`config.mk`:
```
export PLATFORM = sky130hd
export DESIGN_NAME = fbwp_ctrl
export DESIGN_NICKNAME = d
export VERILOG_FILES = /design/src/design/fbwp_pkg.sv /design/src/design/fbwp_ctrl.sv
export SDC_FILE = /design/constraint.sdc
export NUM_CORES = 1
export LEC_CHECK = 0
export BUFFER_PORTS_ARGS = -buffer_cell sky130_fd_sc_hd__clkbuf_2
export CAP_MARGIN = 10
export CORE_AREA = 2 2 39 41
export CTS_CLUSTER_SIZE = 16
export DETAILED_ROUTE_END_ITERATION = 8
export DIE_AREA = 0 0 41 43
export SETUP_SLACK_MARGIN = 0.1
export SYNTH_ARGS = -nofsm -noshare
export SYNTH_HDL_FRONTEND = slang
export SYNTH_SLANG_ARGS = --single-unit
export TNS_END_PERCENT = 30
```
`constraint.sdc`:
```
create_clock -name clk_i -period 2.4 [get_ports clk_i]
set_input_delay 0.48 -clock clk_i [delete_from_list [all_inputs] [get_ports clk_i]]
set_output_delay 0.48 -clock clk_i [all_outputs]
set_load 0.05 [all_outputs]
```
`src/design/fbwp_pkg.sv`:
```
// Package for the flash block pool wear picker.
// Holds sizes, tag and request codes, FSM states and the control structs.
// No dependencies.
package fbwp_pkg;

  localparam int unsigned NumBlocks   = 1024;
  localparam int unsigned WearW       = 16;
  localparam int unsigned IdxW        = $clog2(NumBlocks);
  localparam int unsigned BlockW      = 10;
  localparam int unsigned EcW         = 16;
  localparam int unsigned CountW      = 11;
  localparam int unsigned TotW        = $clog2(NumBlocks + 1);
  localparam int unsigned EntryW      = WearW + 2;
  localparam logic [15:0] ThreshReset = 16'd1024;

  typedef enum logic [1:0] {
    TAG_NONE   = 2'd0,
    TAG_USED   = 2'd1,
    TAG_ERASED = 2'd2,
    TAG_FREE   = 2'd3
  } tag_e;

  typedef enum logic [1:0] {
    KIND_ADD_USED   = 2'd0,
    KIND_ADD_ERASED = 2'd1,
    KIND_ADD_FREE   = 2'd2,
    KIND_ALLOC      = 2'd3
  } kind_e;

  typedef enum logic [2:0] {
    ST_CLEAR,
    ST_IDLE,
    ST_READ,
    ST_CHECK,
    ST_SCAN,
    ST_DRAIN,
    ST_FINISH,
    ST_DONE
  } state_e;

  typedef struct packed {
    logic load_req;
    logic clr_wr;
    logic rd_req;
    logic scan_rd;
    logic commit;
    logic finish;
    logic out_load;
  } cmd_t;

  typedef struct packed {
    logic in_alloc;
    logic cnt_last;
    logic need_scan;
    logic out_free;
  } sts_t;

endpackage

```
`src/design/fbwp_ctrl.sv`:
```
// Sequencer of the wear picker: clear pass, lookup, scan and result steps.
// Depends on fbwp_pkg.
module fbwp_ctrl
  import fbwp_pkg::*;
(
  input  logic clk_i,
  input  logic rst_ni,
  input  logic in_valid_i,
  input  sts_t sts_i,
  output cmd_t cmd_o,
  output logic in_stall_o
);

  state_e state_q, state_d;

  always_ff @(posedge clk_i or negedge rst_ni) begin
    if (!rst_ni) begin
      state_q <= ST_CLEAR;
    end else begin
      state_q <= state_d;
    end
  end

  always_comb begin
    state_d = state_q;
    case (state_q)
      ST_CLEAR: begin
        if (sts_i.cnt_last) state_d = ST_IDLE;
      end
      ST_IDLE: begin
        if (in_valid_i) state_d = sts_i.in_alloc ? ST_SCAN : ST_READ;
      end
      ST_READ:  state_d = ST_CHECK;
      ST_CHECK: state_d = sts_i.need_scan ? ST_SCAN : ST_DONE;
      ST_SCAN: begin
        if (sts_i.cnt_last) state_d = ST_DRAIN;
      end
      ST_DRAIN:  state_d = ST_FINISH;
      ST_FINISH: state_d = ST_DONE;
      ST_DONE: begin
        if (sts_i.out_free) state_d = ST_IDLE;
      end
      default: state_d = ST_CLEAR;
    endcase
  end

  always_comb begin
    cmd_o      = '0;
    in_stall_o = 1'b1;
    case (state_q)
      ST_CLEAR: cmd_o.clr_wr = 1'b1;
      ST_IDLE: begin
        in_stall_o     = 1'b0;
        cmd_o.load_req = in_valid_i;
      end
      ST_READ:   cmd_o.rd_req  = 1'b1;
      ST_CHECK:  cmd_o.commit  = 1'b1;
      ST_SCAN:   cmd_o.scan_rd = 1'b1;
      ST_DRAIN:  cmd_o = '0;
      ST_FINISH: cmd_o.finish  = 1'b1;
      ST_DONE:   cmd_o.out_load = sts_i.out_free;
      default:   cmd_o = '0;
    endcase
  end

endmodule

```
# ---- Word-level counts from Yosys, hierarchy flattened
# Cells that the tools add are included.
dict set report classes {
  eq_ne 11
  mux 15
  n_reduce_logical 2
}
# op n
set op_table {}
lappend op_table {{$pmux W3 S8} 1}
lappend op_table {{$mux W3} 5}
lappend op_table {{$eq A3 B3 Y1 const B} 4}
lappend op_table {{$mux W1} 8}
lappend op_table {{$ne A2 B2 Y1 const B} 4}
lappend op_table {{$eq A3 B2 Y1 const B} 2}
lappend op_table {{$reduce_and A4 Y1} 1}
lappend op_table {{$eq A3 B1 Y1 const B} 1}
lappend op_table {{$logic_not A3 Y1} 1}
lappend op_table {{$mux W2} 1}
dict set report totals {
  reg_bits 3
  inputBits 7
  out_inout_bits 8
  elab_cells 29
}

# ---- Logic depth before layout (Yosys ltp)
dict set report depth {
  depth_word 3
  ltp_mapped 4
  depth_no_buf 3
}

# ---- Worst setup path after synthesis
# Ideal clock, no wire load.
dict set report synth_path {
  path_type {register to output}
  startpoint {register state_q[1]}
  endpoint {output cmd_o[6] in the netlist's numbering}
  arrival_time_ns 1.857
  t_required_ns 1.920
  slack_ns 0.063
  stages_incl_launch_ff 4
  path_buffers 1
  path_cell_list {dfrtp_1 > buf_2 > or3b_2 > nor2_1}
}
# element line
set synth_rtl {}
lappend synth_rtl {{start: declaration} fbwp_ctrl.sv:14} ;# state_e state_q, state_d;
lappend synth_rtl {{start signal: assignment} fbwp_ctrl.sv:20} ;# state_q <= state_d;
lappend synth_rtl {{end: declaration} fbwp_ctrl.sv:10} ;# output cmd_t cmd_o,

==> results.py <==
metrics = {
    "floorplan": {
        "core_mm2": 0.00138,
        "start_util_pct": 18.6,
        "die_area_mm2": 0.00176,
        "placementRows": 14,
        "ios": 15,
        "die_x_um": 41,
        "fp.dieH_um": 43,
    },
    "synthesis": {
        "yosysTopAreaCell": "dfrtp_1",
        "syn-instance-count": 32,
        "synthTopCellsByArea": "dfrtp_1 (29%), nor3b_1 (8.7%), buf_2 (5.8%)",
        "yosys_warnings": 0,
        "ys_ff_latch": 3,
        "ys_seq_area_share_pct": 29.1,
        "ys_types": 21,
        "syn_area_um2": 258,
        "syn_nets": 39,
        "synth.top_cell.area_share_pct": 29.1,
        "syn_avg_cell_area_um2": 8.05,
    },
    "power": {
        "p_leak_nw": 0.180,
        "swShare_pct": 54.9,
        "powerDensity_mw_per_mm2": 1470,
        "p_sw_mw": 0.293,
        "combPwrFrac_pct": 55.7,
        "p_int_mw": 0.240,
        "power_frac_clock_pct": 16.5,
        "max-vdd-ir-drop_mv": 0.466,
        "p_seq_share_pct": 27.8,
    },
    "clock_tree": {
        "clock_latency_ns": 0.23,
        "cts_tree": "yes",
        "htree_levels": 1,
        "post_cts_buffers": 0,
        "clock-sinks": 3,
        "postCtsHoldBufs": 0,
        "cts_root_buf": "clkbuf_4",
        "cts_buffer_depth": 2,
        "cts_made_buffers": 3,
        "cts_resized": 0,
        "clk_transition_reported_paths_ns": 0.04,
    },
    "worst_setup_path": {
        "r2r_slack_ns": 1.03,
        "crit_buf_inv": 1,
        "ff2ff_path_depth": 3,
        "path_delay_family": "simple AND/OR/NAND/NOR gates",
        "path_cells": "or3b_2 -> nor2_2 -> clkbuf_2",
        "crit_fanout": 16,
        "r2r-end": "state_q[1]",
        "arrival_ns": 1.66,
        "end_kind": "output port",
        "cpPeakStageDelay_ns": 0.57,
        "cp_slowest_cell": "dfrtp_1",
        "critPathRequiredTime_ns": 1.92,
        "r2r_start": "state_q[0]",
        "critical_path_class": "reg -> out",
        "critPathLaunchType": "flop",
    },
    "sta": {
        "final.setup_skew_ns": 0.00400,
        "finalHoldViolCount": 0,
        "worstMarginPinSlew_ns": 0.398,
        "slew_viol_final": 0,
        "setup_viol": 0,
        "finalCritPeriodShare_pct": 89.3,
        "slew-limit-headroom_pct": 73.4,
        "rsz0062_at_grt": "false",
        "max_freq_mhz": 466,
        "setup_tns_ns": 0,
        "finalCriticalPeriod_ns": 2.14,
    },
    "global_route": {
        "grt_first_pass_wirelength_um": 821,
        "track_usage_pct": 6.95,
        "antenna_found_initial": 0,
        "grt-ovfl-total": 0,
        "grt_pass1_vias": 228,
        "grt_max_degree": 17,
    },
    "drt": {
        "dr_total_vias": 284,
        "wl_um": 553,
        "dr.pass1.iters": 2,
        "avgViaCountPerCell": 4.51,
        "ant_nets": 0,
        "drcViolationCount": 0,
        "drt_iter0_drc": 1,
        "wl_per_cell_um": 8.78,
    },
    "placed_design": {
        "place.port_buffers": 14,
        "postPlaceCellArea_um2": 335,
        "dpl.hpwl_um": 427,
        "routabilityCongestion": 0.636,
    },
    "min_path": {
        "hold_class": "in -> async",
    },
    "final_layout": {
        "final_cell_mix": "clkbuf_2 (14), nor3b_1 (3), nor2_1 (3), clkbuf_4 (3), dfrtp_1 (3)",
        "largest_register": "state_q",
        "layout_commonest_cell": "clkbuf_2",
        "drive_gt1_share_pct": 42.6,
        "largest_reg_flops": 3,
        "n_antenna_cell": 0,
        "area_growth_syn_to_layout_pct": 40.3,
        "fin_nets": 55,
        "largestRegisters": "state_q: 3 flops",
        "final_area_um2": 362,
    },
    "status": {
        "status": "finished clean",
    },
    "job": {
        "max-cap-violations": 0,
    },
}
-- synthesized netlist by cell type --
library cell	n
and3b_1	1
or4b_1	1
a21oi_1	2
a21o_1	1
buf_2	3
inv_1	1
nand3_1	1
o32a_2	1
or3b_2	1
nand2b_1	1
o211a_1	1
nand3b_1	1
dfrtp_1	3
nand4b_1	1
nor3_1	1
nand2_1	2
nor2_1	4
o31ai_1	1
nor2b_1	1
nor3b_1	3
or3_1	1
-- cells by family after synthesis --
group,share of synthesized area [%]
buffers and inverters,7.28
DFF,29.1
AOI/OAI and AO/OA,18.0
and+or+nand+nor,45.6
-- per-layer routing --
layer | part of all wire (%) | up-vias | routed length [um] | GRT usage [%]
met5 | 0 | - | 0 | 0
met4 | 0 | 0 | 0 | 4.00
met3 | 6.0 | 0 | 33 | 3.14
met2 | 44 | 8 | 246 | 10.0
met1 | 49 | 131 | 273 | 8.12
li1 | - | 145 | - | -
-- layout make-up --
| class | count | area [um^2] |
|---|---|---|
| flip-flops and latches | 3 | 75.1 |
| repair buffers | 14 | 70.1 |
| well taps | 16 | 20.0 |
| multi-input cells | 25 | 166 |
| clock buffers | 4 | 26.3 |
| inverters | 1 | 3.75 |
| fillers | 164 | 1020 |
-- power by group through the flow --
stage	Sequential (mW)	Combinational [mW]	Clock (mW)
5_1_grt	0.160	0.322	0.0973
3_5_place_dp	0.149	0.299	0
2_1_floorplan	0.0938	0.303	0
6_report	0.148	0.297	0.0880
3_3_place_gp	0.148	0.297	0
4_1_cts	0.148	0.300	0.0920
-- worst max-delay path by stage --
stage | cells after the start | from | to | slack [ns]
floorplan | 2 | state_q[0] | cmd_o[3] | 0.19
global placement | 3 | state_q[0] | cmd_o[6] | 0.51
detailed placement | 3 | state_q[0] | cmd_o[6] | 0.49
CTS | 3 | state_q[0] | cmd_o[6] | 0.24
global route | 3 | state_q[0] | cmd_o[6] | 0.14
finish | 3 | state_q[0] | cmd_o[6] | 0.26
-- through the flow --
step / setup slack, ns / hold slack [ns] / utilization [%] / cells / total power [mW]
after global placement: 0.512 / 0.280 / 24.2 / 59 / 0.445
after detailed placement: 0.489 / 0.279 / 24.2 / 59 / 0.448
after CTS: 0.240 / 0.0304 / 26.1 / 63 / 0.540
after floorplan: 0.193 / 0.184 / - / 32 / 0.396
after global routing: 0.142 / 0.0267 / 26.1 / 63 / 0.580
final: 0.256 / 0.0357 / 26.1 / 63 / 0.533
No activity file was read; power rests on OpenSTA's default activity.
